===== config.mk =====
export PLATFORM = sky130hd
export DESIGN_NAME = haptic_pattern_sequencer
export DESIGN_NICKNAME = d
export VERILOG_FILES = /design/src/hw/rtl/hps_pkg.sv /design/src/hw/rtl/hps_cfg_regs.sv /design/src/hw/rtl/hps_step.sv /design/src/hw/rtl/haptic_pattern_sequencer.sv
export SDC_FILE = /design/constraint.sdc
export NUM_CORES = 1
export LEC_CHECK = 0
export ABC_AREA = 1
export BUFFER_PORTS_ARGS = -buffer_cell sky130_fd_sc_hd__buf_2
export CAP_MARGIN = 0
export CORE_UTILIZATION = 53
export CTS_CLUSTER_SIZE = 12
export DETAILED_ROUTE_END_ITERATION = 10
export MAX_ROUTING_LAYER = met4
export PLACE_DENSITY = 0.69
export SYNTH_ARGS = -nofsm -noshare
export SYNTH_HDL_FRONTEND = slang
export SYNTH_SLANG_ARGS = --single-unit

===== constraint.sdc =====
create_clock -name clk_i -period 12.2 [get_ports clk_i]
set_input_delay 1.83 -clock clk_i [delete_from_list [all_inputs] [get_ports clk_i]]
set_output_delay 1.83 -clock clk_i [all_outputs]
set_load 0.02 [all_outputs]

===== src/hw/rtl/hps_pkg.sv =====
// Shared types, constants and pulse-table functions of the haptic pattern sequencer.
package hps_pkg;

  // Guidance range and pattern length
  localparam int unsigned MAX_DISTANCE  = 2560;
  localparam int unsigned PATTERN_STEPS = 2;

  // Pulse table
  localparam logic [7:0] PULSE_LEVEL    = 8'd210;
  localparam int unsigned TAB_BITS      = 9;
  localparam logic [TAB_BITS-1:0] ON_MS        = 9'd45;
  localparam logic [TAB_BITS-1:0] OFF_FIRST_MS = 9'd120;
  localparam logic [TAB_BITS-1:0] OFF_LAST_MS  = 9'd260;

  // Configuration register map
  localparam int unsigned CFG_IDX_BITS  = 1;
  localparam int unsigned CFG_DATA_BITS = 16;
  localparam logic [CFG_IDX_BITS-1:0] REG_THRESHOLD = 1'd0;
  localparam logic [CFG_IDX_BITS-1:0] REG_COOLDOWN  = 1'd1;
  localparam logic [14:0] RESET_THRESHOLD = 15'd13;
  localparam logic [15:0] RESET_COOLDOWN  = 16'd500;

  // Input function codes
  localparam logic FUNC_TICK   = 1'b0;
  localparam logic FUNC_PACKET = 1'b1;

  // Guidance level = floor((MAX - m) * 255 / MAX) as a reciprocal multiply.
  // With a round-up reciprocal and shift = N + ceil(log2 MAX), the quotient
  // of any N-bit dividend is exact.
  localparam int unsigned DIST_BITS   = $clog2(MAX_DISTANCE + 1);
  localparam int unsigned PROD_BITS   = DIST_BITS + 8;
  localparam int unsigned RECIP_SHIFT = PROD_BITS + $clog2(MAX_DISTANCE);
  localparam int unsigned RECIP_BITS  = PROD_BITS + 1;
  localparam logic [RECIP_BITS-1:0] RECIP = RECIP_BITS'(
      ((64'd1 << RECIP_SHIFT) + 64'(MAX_DISTANCE) - 64'd1) / 64'(MAX_DISTANCE));

  typedef struct packed {
    logic [14:0] target_threshold;
    logic [15:0] cooldown_ms;
  } hps_cfg_t;

  typedef struct packed {
    logic [31:0] now_ms;
    logic [31:0] step_deadline;
    logic [31:0] last_start_ms;
    logic        in_pattern;
    logic [1:0]  step_index;
    logic        phase_on;
    logic [7:0]  drive_level;
  } hps_state_t;

  typedef struct packed {
    logic [7:0] motor_level;
    logic       level_written;
    logic       pattern_active;
    logic       pattern_started;
  } hps_result_t;

  function automatic logic [TAB_BITS-1:0] on_ms(input logic [1:0] idx);
    logic [1:0] unused_idx;
    unused_idx = idx;
    return ON_MS;
  endfunction

  function automatic logic [TAB_BITS-1:0] off_ms(input logic [1:0] idx);
    return (idx == 2'd0) ? OFF_FIRST_MS : OFF_LAST_MS;
  endfunction

endpackage


===== src/hw/rtl/hps_cfg_regs.sv =====
// Configuration register file: pattern threshold and retrigger cooldown.
module hps_cfg_regs (
  input  logic                             clk_i,
  input  logic                             rst_ni,
  input  logic                             cfg_valid_i,
  output logic                             cfg_ready_o,
  input  logic [hps_pkg::CFG_IDX_BITS-1:0]  cfg_index_i,
  input  logic [hps_pkg::CFG_DATA_BITS-1:0] cfg_data_i,
  output hps_pkg::hps_cfg_t                cfg_o
);

  hps_pkg::hps_cfg_t cfg_q, cfg_d;

  assign cfg_ready_o = 1'b1;

  always_comb begin
    cfg_d = cfg_q;
    if (cfg_valid_i) begin
      case (cfg_index_i)
        hps_pkg::REG_THRESHOLD: cfg_d.target_threshold = cfg_data_i[14:0];
        hps_pkg::REG_COOLDOWN:  cfg_d.cooldown_ms      = cfg_data_i[15:0];
        default:                cfg_d = cfg_q;
      endcase
    end
  end

  always_ff @(posedge clk_i or negedge rst_ni) begin
    if (!rst_ni) begin
      cfg_q.target_threshold <= hps_pkg::RESET_THRESHOLD;
      cfg_q.cooldown_ms      <= hps_pkg::RESET_COOLDOWN;
    end else begin
      cfg_q <= cfg_d;
    end
  end

  assign cfg_o = cfg_q;

endmodule


===== src/hw/rtl/hps_step.sv =====
// Next-state and result logic for one tick or distance packet.
module hps_step (
  input  hps_pkg::hps_cfg_t    cfg_i,
  input  hps_pkg::hps_state_t  state_i,
  input  logic                 func_i,
  input  logic signed [15:0]   distance_i,
  output hps_pkg::hps_state_t  state_o,
  output hps_pkg::hps_result_t result_o
);

  localparam int unsigned MulBits = hps_pkg::PROD_BITS + hps_pkg::RECIP_BITS;

  hps_pkg::hps_state_t svc;
  logic [31:0] now_ms;
  logic [31:0] due_diff;
  logic [31:0] since_start;
  logic [1:0]  idx_next;
  logic        svc_written;
  logic        is_packet;
  logic        dist_neg;
  logic [14:0] dist_mag;
  logic        can_start;
  logic [14:0] dist_sat;
  logic [hps_pkg::DIST_BITS-1:0] dist_left;
  logic [hps_pkg::PROD_BITS-1:0] scaled;
  logic [MulBits-1:0]            quot_full;
  logic [7:0]                    guide_level;

  assign is_packet = (func_i == hps_pkg::FUNC_PACKET);
  assign now_ms    = is_packet ? state_i.now_ms : state_i.now_ms + 32'd1;
  assign due_diff  = now_ms - state_i.step_deadline;
  assign idx_next  = state_i.step_index + 2'd1;

  // Service the running pattern at the current millisecond
  always_comb begin
    svc         = state_i;
    svc.now_ms  = now_ms;
    svc_written = 1'b0;
    if (state_i.in_pattern && !due_diff[31]) begin
      svc_written = 1'b1;
      if (state_i.phase_on) begin
        svc.drive_level   = 8'd0;
        svc.phase_on      = 1'b0;
        svc.step_deadline = now_ms + 32'(hps_pkg::off_ms(state_i.step_index));
      end else begin
        svc.step_index = idx_next;
        if (idx_next >= 2'(hps_pkg::PATTERN_STEPS)) begin
          svc.drive_level = 8'd0;
          svc.in_pattern  = 1'b0;
        end else begin
          svc.drive_level   = hps_pkg::PULSE_LEVEL;
          svc.phase_on      = 1'b1;
          svc.step_deadline = now_ms + 32'(hps_pkg::on_ms(idx_next));
        end
      end
    end
  end

  // Guidance level by reciprocal multiply
  assign dist_neg    = distance_i[15];
  assign dist_mag    = distance_i[14:0];
  assign dist_sat    = (dist_mag > 15'(hps_pkg::MAX_DISTANCE)) ?
                       15'(hps_pkg::MAX_DISTANCE) : dist_mag;
  assign dist_left   = hps_pkg::DIST_BITS'(15'(hps_pkg::MAX_DISTANCE) - dist_sat);
  assign scaled      = {dist_left, 8'd0} - hps_pkg::PROD_BITS'(dist_left);
  assign quot_full   = MulBits'(scaled) * MulBits'(hps_pkg::RECIP);
  assign guide_level = quot_full[hps_pkg::RECIP_SHIFT +: 8];

  assign since_start = now_ms - state_i.last_start_ms;
  assign can_start   = !dist_neg && (dist_mag <= cfg_i.target_threshold) &&
                       !svc.in_pattern && (since_start > {16'd0, cfg_i.cooldown_ms});

  always_comb begin
    state_o                  = svc;
    result_o.level_written   = svc_written;
    result_o.pattern_started = 1'b0;
    if (is_packet) begin
      if (dist_neg) begin
        if (!svc.in_pattern) begin
          state_o.drive_level    = 8'd0;
          result_o.level_written = 1'b1;
        end
      end else if (can_start) begin
        state_o.last_start_ms    = now_ms;
        state_o.in_pattern       = 1'b1;
        state_o.step_index       = 2'd0;
        state_o.phase_on         = 1'b1;
        state_o.drive_level      = hps_pkg::PULSE_LEVEL;
        state_o.step_deadline    = now_ms + 32'(hps_pkg::on_ms(2'd0));
        result_o.level_written   = 1'b1;
        result_o.pattern_started = 1'b1;
      end else if (!svc.in_pattern) begin
        state_o.drive_level    = guide_level;
        result_o.level_written = 1'b1;
      end
    end
    result_o.motor_level    = state_o.drive_level;
    result_o.pattern_active = state_o.in_pattern;
  end

endmodule


===== src/hw/rtl/haptic_pattern_sequencer.sv =====
// Haptic pattern sequencer top level: input register, step logic, state and result register.
//
// Usage:
//   Input beats (in_valid_i / in_stall_o) carry func_i and distance_i. A func_i of
//   zero is a one millisecond tick, one is a distance packet (negative = no tile).
//   Each input beat produces exactly one output beat (out_valid_o / out_stall_i)
//   with the motor level after the beat, whether it wrote the level, whether the
//   pulse pattern plays and whether this beat started it.
//   A beat passes the input register, then the step logic into the result register.
//   Throughput is one beat per cycle while the receiver does not stall, set by the single
//   pass through the step logic, which also updates the state.
//   When the receiver stalls, the result register holds its beat; the input
//   register still takes one more beat, and in_stall_o rises only once both are
//   full and the receiver keeps stalling.
//   The config port (cfg_valid_i / cfg_ready_o) is always ready; index 0 writes
//   the 15-bit pattern threshold, index 1 the 16-bit cooldown in milliseconds.
//   Write it only while no beat is in flight.
//   Reset clears the millisecond counter, deadlines and pattern state (guidance
//   mode, motor off), loads threshold 13 and cooldown 500, and empties both
//   registers.
module haptic_pattern_sequencer (
  input  logic                             clk_i,
  input  logic                             rst_ni,
  // configuration
  input  logic                             cfg_valid_i,
  output logic                             cfg_ready_o,
  input  logic [hps_pkg::CFG_IDX_BITS-1:0]  cfg_index_i,
  input  logic [hps_pkg::CFG_DATA_BITS-1:0] cfg_data_i,
  // input beats
  input  logic                             in_valid_i,
  output logic                             in_stall_o,
  input  logic                             func_i,
  input  logic signed [15:0]               distance_i,
  // output beats
  output logic                             out_valid_o,
  input  logic                             out_stall_i,
  output logic [7:0]                       motor_level_o,
  output logic                             level_written_o,
  output logic                             pattern_active_o,
  output logic                             pattern_started_o
);

  hps_pkg::hps_cfg_t    cfg;
  hps_pkg::hps_state_t  state_q, state_next;
  hps_pkg::hps_result_t res_q, res_next;

  logic                 in_valid_q, in_valid_d;
  logic                 func_q;
  logic signed [15:0]   distance_q;
  logic                 out_valid_q, out_valid_d;
  logic                 out_free;
  logic                 fire;
  logic                 accept;

  hps_cfg_regs u_cfg (
    .clk_i       (clk_i),
    .rst_ni      (rst_ni),
    .cfg_valid_i (cfg_valid_i),
    .cfg_ready_o (cfg_ready_o),
    .cfg_index_i (cfg_index_i),
    .cfg_data_i  (cfg_data_i),
    .cfg_o       (cfg)
  );

  // Result register is free when empty or being taken this cycle
  assign out_free   = !out_valid_q || !out_stall_i;
  assign fire       = in_valid_q && out_free;
  assign in_stall_o = in_valid_q && !out_free;
  assign accept     = in_valid_i && !in_stall_o;

  always_comb begin
    in_valid_d = in_valid_q;
    if (accept) begin
      in_valid_d = 1'b1;
    end else if (fire) begin
      in_valid_d = 1'b0;
    end
  end

  always_comb begin
    out_valid_d = out_valid_q;
    if (fire) begin
      out_valid_d = 1'b1;
    end else if (!out_stall_i) begin
      out_valid_d = 1'b0;
    end
  end

  hps_step u_step (
    .cfg_i      (cfg),
    .state_i    (state_q),
    .func_i     (func_q),
    .distance_i (distance_q),
    .state_o    (state_next),
    .result_o   (res_next)
  );

  // Control and state
  always_ff @(posedge clk_i or negedge rst_ni) begin
    if (!rst_ni) begin
      in_valid_q  <= 1'b0;
      out_valid_q <= 1'b0;
      state_q     <= '0;
    end else begin
      in_valid_q  <= in_valid_d;
      out_valid_q <= out_valid_d;
      if (fire) begin
        state_q <= state_next;
      end
    end
  end

  // Payload: capture the input beat on accept and the result on fire, hold otherwise
  always_ff @(posedge clk_i) begin
    if (accept) begin
      func_q     <= func_i;
      distance_q <= distance_i;
    end
    if (fire) begin
      res_q <= res_next;
    end
  end

  assign out_valid_o       = out_valid_q;
  assign motor_level_o     = res_q.motor_level;
  assign level_written_o   = res_q.level_written;
  assign pattern_active_o  = res_q.pattern_active;
  assign pattern_started_o = res_q.pattern_started;

  // A start always writes the pulse level and leaves the pattern playing
  assert property (@(posedge clk_i) disable iff (!rst_ni)
    out_valid_o && pattern_started_o |->
      pattern_active_o && level_written_o && motor_level_o == hps_pkg::PULSE_LEVEL)
    else $error("pattern start beat without active pulse output");

  // Outside a pattern the on phase is never left set
  assert property (@(posedge clk_i) disable iff (!rst_ni)
    !state_q.in_pattern |-> !state_q.phase_on)
    else $error("phase_on set in guidance mode");

  // Step index stays within the pulse table while playing
  assert property (@(posedge clk_i) disable iff (!rst_ni)
    state_q.in_pattern |-> state_q.step_index < 2'(hps_pkg::PATTERN_STEPS))
    else $error("step index beyond pattern length");

  // Backpressure only when both registers are full and the receiver stalls
  assert property (@(posedge clk_i) disable iff (!rst_ni)
    in_stall_o |-> in_valid_q && out_valid_o && out_stall_i)
    else $error("input stalled with room in the pipeline");

endmodule


==> Yosys cells after proc, flatten, opt, wreduce, memory -nomap -nowiden <==
Cells that the tools add are included.
{ "totals": {"regBits": 169, "word_cells": 84, "inputBits": 39} }
{ "classes": {"n_eq_ne": 1, "n_mul": 1, "addsub": 8, "order_cmp": 4, "n_mux": 29, "reduce_logical": 21, "bitwise_logic": 3} }
{ "op_table": {"columns": ["cell", "n"], "rows": [
  ["$mux W68", 2],
  ["$mux W32", 4],
  ["$mux W76", 1],
  ["$sub A32 B32 Y32", 2],
  ["$mux W8", 5],
  ["$mul A20 B20 Y39 const B", 1],
  ["$add A32 B1 Y32 const B", 1],
  ["$add A32 B6 Y32 const B", 1],
  ["$add A32 B9 Y32", 1],
  ["$gt A32 B16 Y1", 1],
  ["$mux W12", 2],
  ["$sub A20 B12 Y20", 1],
  ["$mux W9", 2],
  ["$gt A15 B12 Y1 const B", 1],
  ["$le A15 B15 Y1", 1],
  ["$mux W1", 12],
  ["$sub A12 B12 Y12 const A", 1],
  ["$logic_and A1 B1 Y1", 7],
  ["$logic_not A1 Y1", 7],
  ["$reduce_and A2 Y1", 2],
  ["$reduce_and A4 Y1", 1],
  ["$mux W3", 1],
  ["$not A1 Y1", 3],
  ["$add A2 B1 Y2 const B", 1],
  ["other kinds (6)", 6]
]} }

==> Logic depth before layout (Yosys ltp) <==
Gate-level depths: netlist (run 1).
{ "depth": {"depth_word": 12, "mapped_depth": 53, "mapped_depth_nobuf": 53} }

==> Modules after synthesis <==
A second synthesis (run 1) with hierarchy kept.
{ "hier_totals": {"cells_unflattened": 3102, "area_unflattened_um2": 22532.9} }
{ "by_module_without_submodules": {"columns": ["mod", "area_each_um2", "n_inst", "cells_per_inst", "seq_area_each_um2"], "rows": [
  ["hps_step", 16050.4, 1, 2457, 0.0],
  ["haptic_pattern_sequencer", 5203.7, 1, 507, 3593.4],
  ["hps_cfg_regs", 1278.7, 1, 138, 787.0]
]} }

==> Worst setup path after synthesis (run 1) <==
No wires, ideal clock.
{ "synth_timing": {"path_kind": "reg2reg", "from": "register distance_q[9]", "to": "register res_q (netlist bit motor_level_o[7]) (data pin)", "t_arrival_ns": 8.201, "path_slack_ns": 3.741, "stages_incl_launch_ff": 50, "required_ns": 11.942, "path_cell_list": "edfxtp_1 inv_1 nor2_1 nand2_1 nor2_1 nand2_1 nand2_2 inv_1 nor2_1 inv_1 ha_1 inv_1 a21oi_1 nand3_1 or2_2 nand2_1 inv_1 ha_1 (+14 left out) fa_1 fa_1 inv_1 fa_1 inv_1 ha_1 a21oi_1 o21ai_0 a21oi_1 nand2_1 a2111oi_0 nand2_1 xor2_1 inv_1 nand2_1 nand3_1 nand2_1 nand2_1"} }
{ "synth_lines": {"columns": ["element", "line", "source"], "rows": [
  ["start: declaration", "haptic_pattern_sequencer.sv:49", "logic signed [15:0] distance_q;"],
  ["start signal: assignment", "haptic_pattern_sequencer.sv:117", "distance_q <= distance_i;"],
  ["end signal: assignment", "haptic_pattern_sequencer.sv:120", "res_q <= res_next;"],
  ["end: declaration", "haptic_pattern_sequencer.sv:45", "hps_pkg::hps_result_t res_q, res_next;"]
]} }

==> flow_summary.toml, run 1 <==
[die]
core_area_mm2 = 0.0401
die_area_mm2 = 0.0419
initial_core_util_pct = 54.2
die_w_um = 205
rows = 73
ios = 53
die_h_um = 205

[global_routing]
grt_pass1_vias = 19200
antenna_found_initial = 0
use_met3_pct = 3.31
busiest_layer = "met2"
grtUsageMet1_pct = 37.6
overflow = 0
grt_pass1_wl_mm = 101
grt.total_usage_pct = 32.1
grt_max_degree = 85
grt_util_met2_pct = 55.9

[sta]
drv_slew = 0
finClkSkew_ps = 12.1
tns_ps = 0
timing.final.hold_violations = 0
worst_slew_pin_slew_ps = 1140
fin_crit_sh_pct = 83.6
rsz0062_at_grt = "false"
max_slew_margin_pct = 24.2
fin_crit_ps = 10190
setup_viol = 0
fmax_ghz = 0.0981

[setup_path]
crit_slowest_cell = "xor2_1"
crit_top_cell = "nand2_1"
max_stage_delay_ps = 600
worst-setup-path-type = "reg -> reg"
critPathArrivalTime_ps = 10520
end_kind = "register"
startpoint_type = "register"
critical_path_required_ps = 12530
worstPathMaxFanout = 19

[detailed_routing]
wl_mm = 62.6
wl_per_cell_um = 17.9
drc = 0
vias = 19300
drt-pass1-iter-count = 6
drt_iter0_drc = 1338
vias_per_cell = 5.50
detail-route-antenna-nets = 0

[cts]
cts_sinks = 169
cts_tree = "done"
clkLatencyLatePin_ps = 460
clockBufferDepth = 2
post-cts-setup-buffer-count = 0
cts.repair.resized = 0
h-tree-depth = 4
clkTransAtPathRegs_ps = 80
root_buffer = "clkbuf_16"
numCtsBuffers = 17
postCtsHoldBufs = 0

[cells_and_area]
drive_gt1_share_pct = 6.45
antenna_cells = 0
area.sequential_mm2 = 0.00438
multi_input_area_mm2 = 0.0149
fillers = 3875
area_growth_pct = 6.67
nNetsFinal = 3443

[synthesis]
synthesis.area_mm2 = 0.0217
yosysTopAreaCell = "ha_1"
synth_simple_gate_area_share_pct = 22.9
synth_top_family_by_area = "adder cells"
yosys-top-cells-area = "ha_1 (17%), dfrtp_1 (15%), fa_1 (13%)"
syn-num-nets = 3406
ys_warn_count = 0
synthXorXnorAreaFrac_pct = 4.83
synth_flop_cell = "dfrtp_1"
syn_inst = 2928
synth_seq_area_share_pct = 20.1
ys_seq_elements = 169
synth_edf_count = 28
synth.area.mux_share_pct = 0
postSynth.asyncResetShare_pct = 83.4
synth_common_cells = "nand2_1 (629), inv_1 (590), ha_1 (298), o21ai_0 (199), nand3_1 (174)"
synth_compound_area_share_pct = 10.5
yosysUniqueCellTypes = 58
synth_top_area_share_pct = 17.1
synth-adder-area-share_pct = 30.1
yosysMostFrequentCell = "nand2_1"
syn_avg_cell_area_um2 = 7.43

[run]
drv_cap = 0

[placed_design]
dpl.hpwl_mm = 51.3
gp_congestion = 1.02
io_buffers = 51

[min_path]
hold_class = "reg -> reg"

[run_status]
status = "finished clean"
==> layer usage <==
layer,wire [um],vias to the layer above
li1,-,9450
met1,25900,9205
met2,31700,488
met3,2440,139
met4,2540,0
met5,0,-
==> kinds of logic after synthesis <==
kind of cell             Yosys count
other                              1
flip-flops                       169
adder cells (fa/ha/maj)          439
buffers and inverters            657
XOR/XNOR                         110
AO/OA/AOI/OAI                    418
AND/OR/NAND/NOR                 1134
==> sequential cells by signal (all words and copies together), names as in the netlist <==
register	flops
state_q	108
u_cfg.cfg_o	31
distance_q	16
motor_level_o	8
func_q	1
in_valid_q	1
level_written_o	1
out_valid_o	1
pattern_active_o	1
pattern_started_o	1
==> worst paths after layout <==
check                                        start                           to  slack, ps  depth (start not counted)
hold reg to reg             state_q[2]$_DFFE_PN0P_       state_q[2]$_DFFE_PN0P_        490                          2
min in group asynchronous                   rst_ni  u_cfg.cfg_o[15]$_DFFE_PN0P_       1420                          1
hold / removal              state_q[2]$_DFFE_PN0P_       state_q[2]$_DFFE_PN0P_        490                          2
setup / recovery           distance_q[6]$_DFFE_PP_       state_q[5]$_DFFE_PN0P_       2010                         46
max in group asynchronous                   rst_ni      state_q[44]$_DFFE_PN0P_       9520                          2
setup reg to reg           distance_q[6]$_DFFE_PP_       state_q[5]$_DFFE_PN0P_       2010                         46
==> cell usage in the layout (no fill, tap or decap), drive strengths merged, types with 3 or more instances in the layout <==
master / instances
a211oi: 3
a21boi: 6
a21o: 8
a21oi: 123
a221oi: 3
a22oi: 8
a31oi: 11
buf: 67
clkbuf: 17
clkinv: 7
dfrtp: 132
dfstp: 9
edfxtp: 28
fa: 141
ha: 298
inv: 614
nand2: 643
nand3: 178
nand3b: 8
nand4: 54
nor2: 193
nor3: 39
nor4: 8
o211ai: 6
o21a: 5
o21ai: 217
o21bai: 7
o22ai: 9
or2: 6
xnor2: 17
xor2: 93
==> metrics by stage <==
step / instances / area [um^2] / util, % / setup slack, ps / hold slack [ps]
after floorplan: 2928 / 21700 / - / 3740 / 434
after global placement: 3471 / 22600 / 56.3 / 2390 / 463
after detailed placement: 3471 / 22600 / 56.3 / 2180 / 465
after CTS: 3503 / 23200 / 57.9 / 2120 / 486
after global routing: 3503 / 23200 / 57.9 / 1140 / 499
final: 3503 / 23200 / 57.9 / 2010 / 487
==> critical path, delay by kind of cell, from the launching register on <==
| kind | cells | cell delay, ps |
|---|---|---|
| compound gates | 5 | 820 |
| xor+xnor | 2 | 780 |
| fa+ha+maj | 10 | 4160 |
| buf+inv | 9 | 850 |
| flops | 1 | 450 |
| simple gates | 20 | 3010 |
==> final cells by class <==
class,instances,share of cell area [%]
repair buffers,67,1.64
well taps,525,2.83
clock buffers,17,1.83
flip-flops and latches,169,18.9
inverters,608,9.84
clock inverters,15,0.879
multi-input cells,2102,64.1
Power of run 1 is left out: the tool's default activity adds up to more than one toggle a clock period on the data nets, which glitch-free logic cannot reach.
==> inputs of run 2 (changes only) <==
ABC_AREA = 0   (was 1)
clock period = 9.84 ns   (was 12.2 ns; I/O delays follow)
==> run 2 against run 1 <==
Net effect: worst hold slack hardly changed; critical path depth shrank 9; fmax grew 7.0%; via count fell by 11%; synthesized cell count is 21% lower; non-clock buffer count is 65 higher; setup slack worse by 1700 ps; clock skew rose by 5.6 ps; flip-flop and latch count stayed put; register-to-register slack lost 1700 ps; global-route usage decreased by 2.5 points; largest cell class unchanged; highest routed layer unchanged.
==> flow_summary.toml, run 2 <==
[synthesis]
yosysUniqueCellTypes = 94
yosysTopAreaCell = "ha_1"
postSynth.asyncResetShare_pct = 83.4
ys_warn_count = 0
synthesis.area_mm2 = 0.0205
syn-num-nets = 2780
yosys-top-cells-area = "ha_1 (18%), dfrtp_1 (16%), fa_1 (14%)"
synth_seq_area_share_pct = 21.4
synth_flop_cell = "dfrtp_1"
yosysMostFrequentCell = "inv_1"
synth_edf_count = 28
synth_common_cells = "inv_1 (406), ha_1 (298), nand2_1 (169), fa_1 (141), dfrtp_1 (132)"
syn_inst = 2302
ys_seq_elements = 169
syn_avg_cell_area_um2 = 8.88
synth_top_area_share_pct = 18.2

[placed_design]
gp_congestion = 1.00
place_area_mm2 = 0.0216
io_buffers = 51
dpl.hpwl_mm = 44.3

[setup_path]
critPathArrivalTime_ps = 9880
rr_endpoint = "state_q[7]$_DFFE_PN0P_"
rr_startpoint = "distance_q[9]$_DFFE_PP_"
rr_worst_depth = 37
crit_top_cell = "fa_1"
end_kind = "register"
crit_slowest_cell = "fa_1"
reg2reg_slack_ps = 310
startpoint_type = "register"
worst-setup-path-type = "reg -> reg"
worstPathMaxFanout = 5
max_stage_delay_ps = 560
critical_path_required_ps = 10190

[cts]
postCtsHoldBufs = 0
root_buffer = "clkbuf_16"
clockBufferDepth = 2
clkTransAtPathRegs_ps = 80
clkLatencyLatePin_ps = 470
cts_sinks = 169
numCtsBuffers = 17
cts_tree = "done"
h-tree-depth = 4

[min_path]
whs_path_depth = 2
hold_class = "reg -> reg"
min-delay-start = "state_q[45]$_DFFE_PN0P_"
min_to = "state_q[45]$_DFFE_PN0P_"

[die]
rows = 71
ios = 53
core_area_mm2 = 0.0378
die_w_um = 198
initial_core_util_pct = 54.0
die_area_mm2 = 0.0394
die_h_um = 198

[cells_and_area]
post-route-cell-area_mm2 = 0.0227
nNetsFinal = 2869
area_growth_pct = 11.0
final_common_cell = "inv_1"
drive_gt1_share_pct = 11.6
layout_common_cells = "inv_1 (402), ha_1 (285), nand2_1 (167), fa_1 (140), dfrtp_1 (132)"
largest_reg_flops = 108
largest-register = "state_q"

[global_routing]
grt.total_usage_pct = 29.6
grt_pass1_wl_mm = 87.8
grt_pass1_vias = 16500
grt_max_degree = 96
antenna_found_initial = 1
overflow = 0

[detailed_routing]
wl_per_cell_um = 19.0
detail-route-antenna-nets = 0
drt_iter0_drc = 1380
drt-pass1-iter-count = 5
vias_per_cell = 5.88
vias = 17100
drc = 0
wl_mm = 55.5

[sta]
finClkSkew_ps = 17.7
setup_viol = 0
drv_slew = 0
fin_crit_sh_pct = 96.8
fmax_ghz = 0.105
timing.final.hold_violations = 0
tns_ps = 0
worst_slew_pin_slew_ps = 1080
max_slew_margin_pct = 27.2
fin_crit_ps = 9530

[run]
drv_cap = 0

[run_status]
status = "finished clean"
run 2: worst max-delay path: cells and delay by family (launching register included):
kind            cells  cell delay, ps
simple gates        8            1490
buf+inv             5             450
mux                 1             300
compound gates     12            2660
fa+ha+maj          10            4010
flops               1             460
xor+xnor            1              50
run 2: kinds of logic after synthesis:
kind of cell / synth area share (%)
DFF: 21.4
adders and majority gates: 32.0
xor gates and xnor gates: 6.26
other: 0.0183
and+or+nand+nor: 14.3
buffers and inverters: 8.80
AOI/OAI and AO/OA: 15.6
muxes: 1.52
run 2: how the worst max path moves through the flow:
stage,to,depth (start not counted),from
6_report,state_q[7]$_DFFE_PN0P_,37,distance_q[9]$_DFFE_PP_
5_1_grt,state_q[7]$_DFFE_PN0P_,40,distance_q[9]$_DFFE_PP_
4_1_cts,state_q[7]$_DFFE_PN0P_,40,distance_q[9]$_DFFE_PP_
3_5_place_dp,state_q[7]$_DFFE_PN0P_,40,distance_q[9]$_DFFE_PP_
3_3_place_gp,state_q[7]$_DFFE_PN0P_,40,distance_q[9]$_DFFE_PP_
2_1_floorplan,state_q[7]$_DFFE_PN0P_,42,distance_q[2]$_DFFE_PP_
run 2: through the flow:
stage / instances / util [%] / worst slack (ps) / hold WS, ps
final: 2916 / 60.0 / 311 / 487
after global routing: 2916 / 60.0 / -93.7 / 513
after CTS: 2900 / 58.8 / 23.4 / 488
after detailed placement: 2868 / 57.1 / -241 / 471
after global placement: 2868 / 57.1 / 109 / 468
after floorplan: 2302 / - / 164 / 450
run 2: area by class of cell:
| class | count | area, um^2 |
|---|---|---|
| fillers | 3294 | 15100 |
| inverters | 409 | 1540 |
| flip-flops and latches | 169 | 4380 |
| diodes | 1 | 2.50 |
| well taps | 511 | 639 |
| multi-input cells | 1662 | 14700 |
| clock inverters | 14 | 146 |
| repair buffers | 132 | 877 |
| clock buffers | 18 | 450 |
run 2: timing repair:
| action | in CTS | in global routing |
|---|---|---|
| pin swaps | 0 | 30 |
| buffers inserted | 0 | 15 |
| gates resized for setup | 8 | 59 |
| endpoints found under the setup margin | 6 | 14 |
run 2: routing by layer:
layer	track usage [%]	routed length, um	up-vias
li1	-	-	8116
met1	41.4	25600	8315
met2	44.3	24600	611
met3	4.85	3900	93
met4	8.01	1330	0
met5	-	0	-
Power of run 2 is left out for the same reason.
